$ cat config.mk
export PLATFORM = sky130hd
export DESIGN_NAME = script_token_scanner
export DESIGN_NICKNAME = d
export VERILOG_FILES = /design/src/rtl/stsc_pkg.sv /design/src/rtl/script_token_scanner.sv /design/src/rtl/stsc_front.sv /design/src/rtl/stsc_queue.sv /design/src/rtl/stsc_back.sv
export VERILOG_INCLUDE_DIRS = /design/src /design/src/rtl
export SDC_FILE = /design/constraint.sdc
export NUM_CORES = 1
export LEC_CHECK = 0
export CAP_MARGIN = 20
export CORE_ASPECT_RATIO = 0.5
export CORE_MARGIN = 5
export CORE_UTILIZATION = 40
export CTS_CLUSTER_DIAMETER = 40
export DETAILED_ROUTE_END_ITERATION = 16
export DONT_BUFFER_PORTS = 1
export PLACE_DENSITY = 0.59
export SYNTH_ARGS = -nofsm -noshare
export SYNTH_HDL_FRONTEND = slang
export SYNTH_SLANG_ARGS = --single-unit
$ cat constraint.sdc
create_clock -name clk -period 31.8 [get_ports clk]
set_input_delay 1.59 -clock clk [delete_from_list [all_inputs] [get_ports clk]]
set_output_delay 1.59 -clock clk [all_outputs]
set_load 0.05 [all_outputs]
$ cat src/rtl/script_token_scanner_macros.svh
// Assertion helpers for the token scanner.
// Both use the clk and rst_n of the module that expands them.
`ifndef SCRIPT_TOKEN_SCANNER_MACROS_SVH
`define SCRIPT_TOKEN_SCANNER_MACROS_SVH

// Consequent must hold in the same cycle as the antecedent.
`define STSC_ASSERT_NOW(label, ante, cons) \
  label: assert property (@(posedge clk) disable iff (!rst_n) (ante) |-> (cons)) \
    else $error("script_token_scanner: check failed");

// Consequent must hold in the cycle after the antecedent.
`define STSC_ASSERT_NEXT(label, ante, cons) \
  label: assert property (@(posedge clk) disable iff (!rst_n) (ante) |=> (cons)) \
    else $error("script_token_scanner: check failed");

`endif

$ cat src/rtl/stsc_pkg.sv
`default_nettype none

package stsc_pkg;

  localparam int TOKEN_BUFFER_SIZE = 4096;
  localparam int CHAR_W = 8;
  localparam int LINE_W = 20;
  localparam int CNT_W = 12;
  localparam int MAX_RES = 5;
  localparam int RES_IDX_W = $clog2(MAX_RES + 1);
  localparam int QUEUE_DEPTH = 4;
  localparam int QPTR_W = $clog2(QUEUE_DEPTH);
  localparam int QCNT_W = $clog2(QUEUE_DEPTH + 1);

  localparam logic [LINE_W-1:0] LINE_TOP = '1;
  localparam logic [CNT_W-1:0] LIMIT_MAX =
    CNT_W'((TOKEN_BUFFER_SIZE - 1 > 4095) ? 4095 : TOKEN_BUFFER_SIZE - 1);
  localparam logic [CNT_W-1:0] CFG_RESET = 12'd4095;

  localparam logic [CHAR_W-1:0] CH_LF = 8'd10;
  localparam logic [CHAR_W-1:0] CH_SPACE = 8'd32;
  localparam logic [CHAR_W-1:0] CH_QUOTE = 8'd34;
  localparam logic [CHAR_W-1:0] CH_STAR = 8'd42;
  localparam logic [CHAR_W-1:0] CH_COMMA = 8'd44;
  localparam logic [CHAR_W-1:0] CH_SLASH = 8'd47;
  localparam logic [CHAR_W-1:0] CH_SEMI = 8'd59;
  localparam logic [CHAR_W-1:0] CH_EQUAL = 8'd61;
  localparam logic [CHAR_W-1:0] CH_LBRACK = 8'd91;
  localparam logic [CHAR_W-1:0] CH_RBRACK = 8'd93;
  localparam logic [CHAR_W-1:0] CH_LBRACE = 8'd123;
  localparam logic [CHAR_W-1:0] CH_BAR = 8'd124;
  localparam logic [CHAR_W-1:0] CH_RBRACE = 8'd125;

  typedef enum logic [1:0] {
    KIND_CHAR       = 2'd0,
    KIND_END_TOKEN  = 2'd1,
    KIND_END_SCRIPT = 2'd2
  } kind_t;

  typedef enum logic [2:0] {
    MODE_SKIP   = 3'd0,
    MODE_WORD   = 3'd1,
    MODE_QUOTED = 3'd2,
    MODE_LINE   = 3'd3,
    MODE_BLOCK  = 3'd4
  } mode_t;

  typedef struct packed {
    kind_t             kind;
    logic [CHAR_W-1:0] ch;
    logic [LINE_W-1:0] line;
    logic              crossed;
    logic              quoted;
  } result_t;

  typedef struct packed {
    result_t [MAX_RES-1:0] res;
    logic [RES_IDX_W-1:0]  n;
  } bundle_t;

  typedef struct packed {
    mode_t             mode;
    logic              slash;
    logic              star;
    logic [LINE_W-1:0] line;
    logic              crossed;
    logic [CNT_W-1:0]  cnt;
    logic              drop;
  } scan_st_t;

  localparam scan_st_t SCAN_RESET = '{
    mode: MODE_SKIP, slash: 1'b0, star: 1'b0, line: LINE_W'(1),
    crossed: 1'b0, cnt: '0, drop: 1'b0
  };

endpackage

`default_nettype wire

$ cat src/rtl/script_token_scanner.sv
// Script token scanner.
// Input queue port: drive in_script_byte / in_is_last_byte with push; a word
// is taken on a clock edge with push high and full low. Results come out as
// a queue: while empty is low the oldest result is on the out_ ports, and
// pop high takes it. cfg_we with cfg_max_token_chars sets the token length
// limit; write it only while no byte is in flight.
// Each accepted byte is scanned combinationally; its results (up to five),
// if any, go as one bundle into a four-entry queue. The output stage then
// drains a bundle one result per cycle while pop is high. The first result
// of a byte passes through the bundle queue and then the output register
// before it is on the out_ ports. Bytes are taken every cycle while the
// bundle queue has room; a byte with k results needs k pops at the output,
// so sustained rate is set by the result count per byte.
// When pop stays low the output holds, the queue fills and full rises;
// scanning resumes as soon as a bundle drains.
// Reset: line 1, between tokens, limit 4095, both queues empty.
`default_nettype none

`include "script_token_scanner_macros.svh"

module script_token_scanner import stsc_pkg::*; (
  input  wire logic              clk,
  input  wire logic              rst_n,
  input  wire logic              cfg_we,
  input  wire logic [CNT_W-1:0]  cfg_max_token_chars,
  input  wire logic              push,
  output logic                   full,
  input  wire logic [CHAR_W-1:0] in_script_byte,
  input  wire logic              in_is_last_byte,
  output logic                   empty,
  input  wire logic              pop,
  output logic [1:0]             out_item_kind,
  output logic [CHAR_W-1:0]      out_token_char,
  output logic [LINE_W-1:0]      out_line_number,
  output logic                   out_newline_before,
  output logic                   out_was_quoted,
  output logic                   out_last_of_run
);

  logic    accept;
  logic    q_push;
  bundle_t f_bundle;
  logic    q_full;
  logic    q_empty;
  logic    q_pop;
  bundle_t q_head;
  result_t res;

  assign full = q_full;
  assign accept = push && !q_full;

  stsc_front u_front (
    .clk                 (clk),
    .rst_n               (rst_n),
    .cfg_we              (cfg_we),
    .cfg_max_token_chars (cfg_max_token_chars),
    .accept              (accept),
    .script_byte         (in_script_byte),
    .is_last_byte        (in_is_last_byte),
    .q_push              (q_push),
    .q_bundle            (f_bundle)
  );

  stsc_queue u_queue (
    .clk         (clk),
    .rst_n       (rst_n),
    .push        (q_push),
    .push_bundle (f_bundle),
    .full        (q_full),
    .pop         (q_pop),
    .head        (q_head),
    .empty       (q_empty)
  );

  stsc_back u_back (
    .clk         (clk),
    .rst_n       (rst_n),
    .q_empty     (q_empty),
    .q_head      (q_head),
    .q_pop       (q_pop),
    .empty       (empty),
    .pop         (pop),
    .res         (res),
    .last_of_run (out_last_of_run)
  );

  assign out_item_kind = res.kind;
  assign out_token_char = res.ch;
  assign out_line_number = res.line;
  assign out_newline_before = res.crossed;
  assign out_was_quoted = res.quoted;

  `STSC_ASSERT_NOW(a_bundle_not_empty, q_push, (f_bundle.n != '0) && (f_bundle.n <= RES_IDX_W'(MAX_RES)))
  `STSC_ASSERT_NOW(a_eos_ends_run, !empty && (res.kind == KIND_END_SCRIPT), out_last_of_run)
  `STSC_ASSERT_NEXT(a_drain_goes_empty, pop && !empty && out_last_of_run && q_empty, empty)

endmodule

`default_nettype wire

$ cat src/rtl/stsc_front.sv
`default_nettype none

module stsc_front import stsc_pkg::*; (
  input  wire logic              clk,
  input  wire logic              rst_n,
  input  wire logic              cfg_we,
  input  wire logic [CNT_W-1:0]  cfg_max_token_chars,
  input  wire logic              accept,
  input  wire logic [CHAR_W-1:0] script_byte,
  input  wire logic              is_last_byte,
  output logic                   q_push,
  output bundle_t                q_bundle
);

  typedef struct packed {
    scan_st_t st;
    bundle_t  bd;
  } work_t;

  logic [CNT_W-1:0] mtc_r;
  logic [CNT_W-1:0] lim;
  scan_st_t         st_r;
  scan_st_t         st_nxt;
  work_t            w;

  function automatic logic f_is_punct(logic [CHAR_W-1:0] b);
    return b inside {CH_LBRACE, CH_RBRACE, CH_BAR, CH_EQUAL, CH_COMMA, CH_LBRACK, CH_RBRACK};
  endfunction

  function automatic work_t f_emit(work_t wi, kind_t k, logic [CHAR_W-1:0] ch, logic q);
    work_t r;
    r = wi;
    if (r.bd.n < RES_IDX_W'(MAX_RES)) begin
      r.bd.res[r.bd.n[RES_IDX_W-1:0]] = '{kind: k, ch: ch, line: r.st.line,
                                          crossed: r.st.crossed, quoted: q};
      r.bd.n = r.bd.n + RES_IDX_W'(1);
    end
    return r;
  endfunction

  function automatic work_t f_end_token(work_t wi, logic q);
    work_t r;
    r = f_emit(wi, KIND_END_TOKEN, '0, q);
    r.st.crossed = 1'b0;
    return r;
  endfunction

  function automatic work_t f_new_line(work_t wi);
    work_t r;
    r = wi;
    if (r.st.line != LINE_TOP) begin
      r.st.line = r.st.line + LINE_W'(1);
    end
    r.st.crossed = 1'b1;
    return r;
  endfunction

  function automatic work_t f_word_char(work_t wi, logic [CHAR_W-1:0] b,
                                        logic [CNT_W-1:0] l);
    work_t r;
    r = wi;
    if (r.st.mode != MODE_WORD) begin
      r.st.mode = MODE_WORD;
      r.st.cnt = '0;
    end
    r = f_emit(r, KIND_CHAR, b, 1'b0);
    r.st.cnt = r.st.cnt + CNT_W'(1);
    if (r.st.cnt >= l) begin
      r = f_end_token(r, 1'b0);
      r.st.mode = MODE_SKIP;
      r.st.cnt = '0;
    end
    return r;
  endfunction

  function automatic work_t f_skip_byte(work_t wi, logic [CHAR_W-1:0] b, logic last,
                                        logic [CNT_W-1:0] l);
    work_t r;
    r = wi;
    if (b <= CH_SPACE) begin
      if (b == CH_LF) begin
        r = f_new_line(r);
      end
    end else if (b == CH_SEMI) begin
      r.st.mode = MODE_LINE;
    end else if (b == CH_SLASH) begin
      if (last) begin
        r = f_word_char(r, b, l);
      end else begin
        r.st.slash = 1'b1;
      end
    end else if (f_is_punct(b)) begin
      r = f_emit(r, KIND_CHAR, b, 1'b0);
      r = f_end_token(r, 1'b0);
    end else if (b == CH_QUOTE) begin
      r.st.mode = MODE_QUOTED;
      r.st.cnt = '0;
    end else begin
      r = f_word_char(r, b, l);
    end
    return r;
  endfunction

  always_comb begin
    if (mtc_r == '0) begin
      lim = CNT_W'(1);
    end else if (mtc_r > LIMIT_MAX) begin
      lim = LIMIT_MAX;
    end else begin
      lim = mtc_r;
    end
  end

  // Scan one byte: next scan state and the results it causes.
  always_comb begin
    logic handled;
    handled = 1'b0;
    w.st = st_r;
    w.bd = '0;
    if (w.st.drop) begin
      w.st.drop = 1'b0;
    end else begin
      if (w.st.slash) begin
        w.st.slash = 1'b0;
        if (script_byte == CH_SLASH || script_byte == CH_STAR) begin
          if (w.st.mode == MODE_WORD) begin
            w = f_end_token(w, 1'b0);
          end
          w.st.cnt = '0;
          w.st.mode = (script_byte == CH_SLASH) ? MODE_LINE : MODE_BLOCK;
          w.st.star = 1'b0;
          handled = 1'b1;
        end else begin
          w = f_word_char(w, CH_SLASH, lim);
        end
      end
      if (!handled) begin
        case (w.st.mode)
          MODE_WORD: begin
            if (script_byte <= CH_SPACE || script_byte == CH_SEMI || f_is_punct(script_byte))
            begin
              w = f_end_token(w, 1'b0);
              w.st.mode = MODE_SKIP;
              w.st.cnt = '0;
              w = f_skip_byte(w, script_byte, is_last_byte, lim);
            end else if (script_byte == CH_SLASH && !is_last_byte) begin
              w.st.slash = 1'b1;
            end else begin
              w = f_word_char(w, script_byte, lim);
            end
          end
          MODE_QUOTED: begin
            if (script_byte == CH_QUOTE) begin
              w = f_end_token(w, 1'b1);
              w.st.mode = MODE_SKIP;
              w.st.cnt = '0;
            end else begin
              w = f_emit(w, KIND_CHAR, script_byte, 1'b1);
              w.st.cnt = w.st.cnt + CNT_W'(1);
              if (w.st.cnt >= lim) begin
                w = f_end_token(w, 1'b1);
                w.st.mode = MODE_SKIP;
                w.st.cnt = '0;
                w.st.drop = 1'b1;
              end
            end
          end
          MODE_LINE: begin
            if (script_byte == CH_LF) begin
              w = f_new_line(w);
              w.st.mode = MODE_SKIP;
            end
          end
          MODE_BLOCK: begin
            if (script_byte == CH_LF) begin
              w = f_new_line(w);
            end
            if (w.st.star && script_byte == CH_SLASH) begin
              w.st.mode = MODE_SKIP;
              w.st.star = 1'b0;
            end else begin
              w.st.star = (script_byte == CH_STAR);
            end
          end
          default: begin
            w.st.mode = MODE_SKIP;
            w = f_skip_byte(w, script_byte, is_last_byte, lim);
          end
        endcase
      end
    end
    if (is_last_byte) begin
      if (w.st.mode == MODE_WORD) begin
        w = f_end_token(w, 1'b0);
      end else if (w.st.mode == MODE_QUOTED) begin
        w = f_end_token(w, 1'b1);
      end
      w = f_emit(w, KIND_END_SCRIPT, '0, 1'b0);
      w.st = SCAN_RESET;
    end
  end

  always_comb begin
    st_nxt = accept ? w.st : st_r;
  end

  always_comb begin
    q_push = accept && (w.bd.n != '0);
    q_bundle = w.bd;
  end

  always_ff @(posedge clk) begin
    if (!rst_n) begin
      st_r <= SCAN_RESET;
      mtc_r <= CFG_RESET;
    end else begin
      st_r <= st_nxt;
      if (cfg_we) begin
        mtc_r <= cfg_max_token_chars;
      end
    end
  end

endmodule

`default_nettype wire

$ cat src/rtl/stsc_queue.sv
`default_nettype none

module stsc_queue import stsc_pkg::*; (
  input  wire logic    clk,
  input  wire logic    rst_n,
  input  wire logic    push,
  input  wire bundle_t push_bundle,
  output logic         full,
  input  wire logic    pop,
  output bundle_t      head,
  output logic         empty
);

  bundle_t            mem_r [QUEUE_DEPTH];
  logic [QPTR_W-1:0]  wr_r;
  logic [QPTR_W-1:0]  wr_nxt;
  logic [QPTR_W-1:0]  rd_r;
  logic [QPTR_W-1:0]  rd_nxt;
  logic [QCNT_W-1:0]  cnt_r;
  logic [QCNT_W-1:0]  cnt_nxt;
  logic               do_push;
  logic               do_pop;

  assign full = (cnt_r == QCNT_W'(QUEUE_DEPTH));
  assign empty = (cnt_r == '0);
  assign head = mem_r[rd_r];
  assign do_push = push && !full;
  assign do_pop = pop && !empty;

  always_comb begin
    wr_nxt = do_push ? QPTR_W'((32'(wr_r) + 1) % QUEUE_DEPTH) : wr_r;
    rd_nxt = do_pop ? QPTR_W'((32'(rd_r) + 1) % QUEUE_DEPTH) : rd_r;
    cnt_nxt = cnt_r;
    if (do_push && !do_pop) begin
      cnt_nxt = cnt_r + QCNT_W'(1);
    end else if (do_pop && !do_push) begin
      cnt_nxt = cnt_r - QCNT_W'(1);
    end
  end

  always_ff @(posedge clk) begin
    if (!rst_n) begin
      wr_r <= '0;
      rd_r <= '0;
      cnt_r <= '0;
    end else begin
      wr_r <= wr_nxt;
      rd_r <= rd_nxt;
      cnt_r <= cnt_nxt;
    end
  end

  always_ff @(posedge clk) begin
    if (do_push) begin
      mem_r[wr_r] <= push_bundle;
    end
  end

endmodule

`default_nettype wire

$ cat src/rtl/stsc_back.sv
`default_nettype none

module stsc_back import stsc_pkg::*; (
  input  wire logic    clk,
  input  wire logic    rst_n,
  input  wire logic    q_empty,
  input  wire bundle_t q_head,
  output logic         q_pop,
  output logic         empty,
  input  wire logic    pop,
  output result_t      res,
  output logic         last_of_run
);

  bundle_t               cur_r;
  bundle_t               cur_nxt;
  logic                  valid_r;
  logic                  valid_nxt;
  logic [RES_IDX_W-1:0]  idx_r;
  logic [RES_IDX_W-1:0]  idx_nxt;
  logic                  take;
  logic                  done;

  assign empty = !valid_r;
  assign res = cur_r.res[idx_r];
  assign last_of_run = (idx_r == cur_r.n - RES_IDX_W'(1));
  assign take = valid_r && pop;
  assign done = take && last_of_run;
  assign q_pop = (!valid_r || done) && !q_empty;

  always_comb begin
    cur_nxt = q_pop ? q_head : cur_r;
    if (q_pop) begin
      valid_nxt = 1'b1;
      idx_nxt = '0;
    end else if (done) begin
      valid_nxt = 1'b0;
      idx_nxt = '0;
    end else begin
      valid_nxt = valid_r;
      idx_nxt = take ? idx_r + RES_IDX_W'(1) : idx_r;
    end
  end

  always_ff @(posedge clk) begin
    if (!rst_n) begin
      valid_r <= 1'b0;
      idx_r <= '0;
    end else begin
      valid_r <= valid_nxt;
      idx_r <= idx_nxt;
    end
  end

  always_ff @(posedge clk) begin
    cur_r <= cur_nxt;
  end

endmodule

`default_nettype wire
==> out/results.ini <==
[min_path]
hold_class=flop to flop
hp-start=u_front.st_r[34]
hold_depth=2
min_to=u_front.st_r[34]

[global_route]
grt.overflow.total=0
grt_pass1_wl_um=171000
grt_pass1_vias=25500
track_usage_pct=21.2
antenna_found_initial=1
grt_max_degree=94

[place]
placed_cell_area_um2=41700
gp_congestion=0.997
hpwl_um=72200
preCtsSetupSlack_ns=18.11
portBuffers=0

[logic_synthesis]
synth_area_um2=40100
dominantRegCellSynth=edfxtp_1
synth_cells=2821
synth_area_per_cell_um2=14.2
synth-seq-cells=877
yosysUniqueCellTypes=104
yosys_warnings=0
yosysSeqAreaShare_pct=64.1
synth_edf_count=815
async_flop_share_pct=0

[pwr]
peakVddDrop_mv=0.0438
powerDensity_nw_per_um2=83.1
total_power_uw=3730
p_leak_uw=0.0140

[sta]
tightest_slew_ns=1.27
whs_ns=0.497
hold_violations=0
relSlewSlack_pct=14.8
drv_slew=0
setup_viol=0
finalCritPeriodShare_pct=43.5
rsz0062_at_grt=no
fin_setup_tns_ns=0
fmax_mhz=72.4
min_period_ns=13.82
setup_ws_ns=17.98
finalClockSkew_ns=0.0478

[cts]
clkTransAtPathRegs_ns=0.05
cts_sinks=877
cts-root-buf=clkbuf_16
cts_made_buffers=93
cts_tree=yes
cts_setup_buffers=0
cts_htree_levels=3
hold_buffers=0
cts.repair.resized=0
clock_path_buffers=3
clkLatencyLatePin_ns=0.71

[die]
die_h_um=234
num_io_pins=61
die-area_um2=107000
rows=82
core_area_um2=99800
initial_utilization_pct=40.2
fp.dieW_um=458

[drt]
first_iter_violations=2897
drtPass1Iterations=8
vias=25700
drtAntennaViolNets=0
drt-total-wl_um=115000
viasPerCell=6.06
drc=0
drt-wirelength-per-cell_um=27.3

[layout]
num-nets-final=2893
design_area_um2=44900
synthToLayoutAreaGrowth_pct=12.0
drive_gt1_share_pct=15.7
antenna_cells=0

[setup_path]
crit_top_cell=ha_1
required_ns=32.10
cp-end-kind=flop
critPathSlowestCell=nor3b_1
r2r_cells=39
startpoint_type=flop
path_class=flop to flop
r2r-end=u_queue.mem_r[3][27]
crit_fanout=55
cpPeakStageDelay_ns=0.80
r2r_slack_ns=17.98
cp.arrival_ns=14.12
timing.rr.start=u_front.st_r[36]

[job]
maxCapViolCount=0

[outcome]
outcome=complete, no violations

[layer usage]
metal	routed length (um)	part of all wire, %	up-vias	GRT usage [%]
li1	-	-	11100	-
met1	49500	43	13200	29.3
met2	54200	47	1056	34.6
met3	7770	6.7	274	3.87
met4	4010	3.5	0	6.61
met5	0	0	-	0
[cells in the final DEF, fill, tap and decap left out, types with 10 or more instances in the layout]
master,n
edfxtp_1,815
nand2_1,198
nor2_1,173
o21ai_0,169
mux4_2,163
a21oi_1,146
mux2i_1,116
clkbuf_16,93
nand3_1,85
buf_4,81
ha_1,58
dfxtp_1,57
o22ai_1,55
inv_1,50
and2_1,44
nor3_1,32
nor4_1,31
a22oi_1,28
o211ai_1,27
xor2_1,26
a31oi_1,23
nand4_1,20
xnor2_1,19
clkbuf_1,19
nor2b_1,18
or3_1,18
o2bb2ai_1,16
o21ai_1,14
clkinv_1,13
a32oi_1,12
bufinv_16,12
o31ai_1,10
inv_6,10
clkinv_2,10
[stage by stage]
| step | cells | util (%) |
|---|---|---|
| final | 4232 | 45.0 |
| after global routing | 4232 | 45.0 |
| after global placement | 4055 | 41.8 |
| after detailed placement | 4057 | 41.8 |
| after CTS | 4232 | 45.0 |
| after floorplan | 2824 | - |
[worst max path at each step]
stage	slack, ns	endpoint	depth (start not counted)	startpoint
CTS	18.08	u_queue.mem_r[2][99]	39	u_front.st_r[36]
detailed placement	18.11	u_queue.mem_r[3][156]	39	u_front.st_r[36]
floorplan	19.00	u_queue.mem_r[0][0]	41	u_front.st_r[36]
global route	16.84	u_queue.mem_r[2][28]	41	u_front.st_r[36]
global placement	18.28	u_queue.mem_r[3][27]	39	u_front.st_r[36]
finish	17.98	u_queue.mem_r[3][27]	39	u_front.st_r[36]
[worst max-delay path, delay by kind of cell, from the launching register on]
kind	cells	cell delay, ns
DFF	1	0.46
AOI/OAI and AO/OA	10	3.70
and+or+nand+nor	18	5.73
xor gates and xnor gates	2	0.54
adders and majority gates	4	1.05
buffers and inverters	5	1.83
[state kept, by name, indices dropped and copies added, names as in the netlist]
register / cells
u_front.mtc_r: 12
u_front.st_r: 39
u_queue.wr_r: 2
u_queue.cnt_r: 3
u_queue.mem_r: 652
u_back.cur_r: 163
u_back.valid_r: 1
u_queue.rd_r: 2
u_back.idx_r: 3
[cells in the mapped netlist (16+ instances only)]
master     instances  area, um2
clkbuf_1         132        495
inv_1             50        188
nor3_1            33        165
o21ai_1           17       85.1
a21oi_1          148        741
nand4_1           20        125
nand3_1           85        425
o211ai_1          27        203
o22ai_1           55        344
dfxtp_1           62       1240
ha_1              58        726
o21ai_0          169        846
buf_1             36        135
mux4_2           163       3670
nand2_1          198        743
a22oi_1           28        210
xor2_1            26        228
nor4_1            31        194
xnor2_1           19        166
edfxtp_1         815      24500
a31oi_1           24        150
or3_1             18        113
o2bb2ai_1         16        140
nor2_1           175        657
and2_1            48        300
nor2b_1           19        119
mux2i_1          116       1160
[cell families (layout without fill, tap and decap cells)]
| family | Yosys count | after routing | share of synthesized area [%] |
|---|---|---|---|
| other | 1 | 4 | 0.00935 |
| AND/OR/NAND/NOR | 685 | 685 | 8.31 |
| adder cells (fa/ha/maj) | 59 | 59 | 1.86 |
| AO/OA/AOI/OAI | 623 | 623 | 9.98 |
| buffers and inverters | 248 | 312 | 2.53 |
| XOR/XNOR | 48 | 48 | 1.10 |
| multiplexers | 280 | 280 | 12.1 |
| flip-flops | 877 | 877 | 64.1 |
[power breakdown]
part	internal, uW	leakage [uW]	switching (uW)
Sequential	1590	0.00774	91.1
Combinational	335	0.00471	594
Clock	650	0.00153	472
[area by class of cell]
cell class                 count  area (um2)
clock buffer                 113        2410
timing repair buffer          82         628
clock inverter                62         788
inverter                      55         209
fill                        8760       54900
tap                         1344        1680
sequential                   877       25700
multi-input combinational   1699       13500
(Power assumes the default switching activity.)
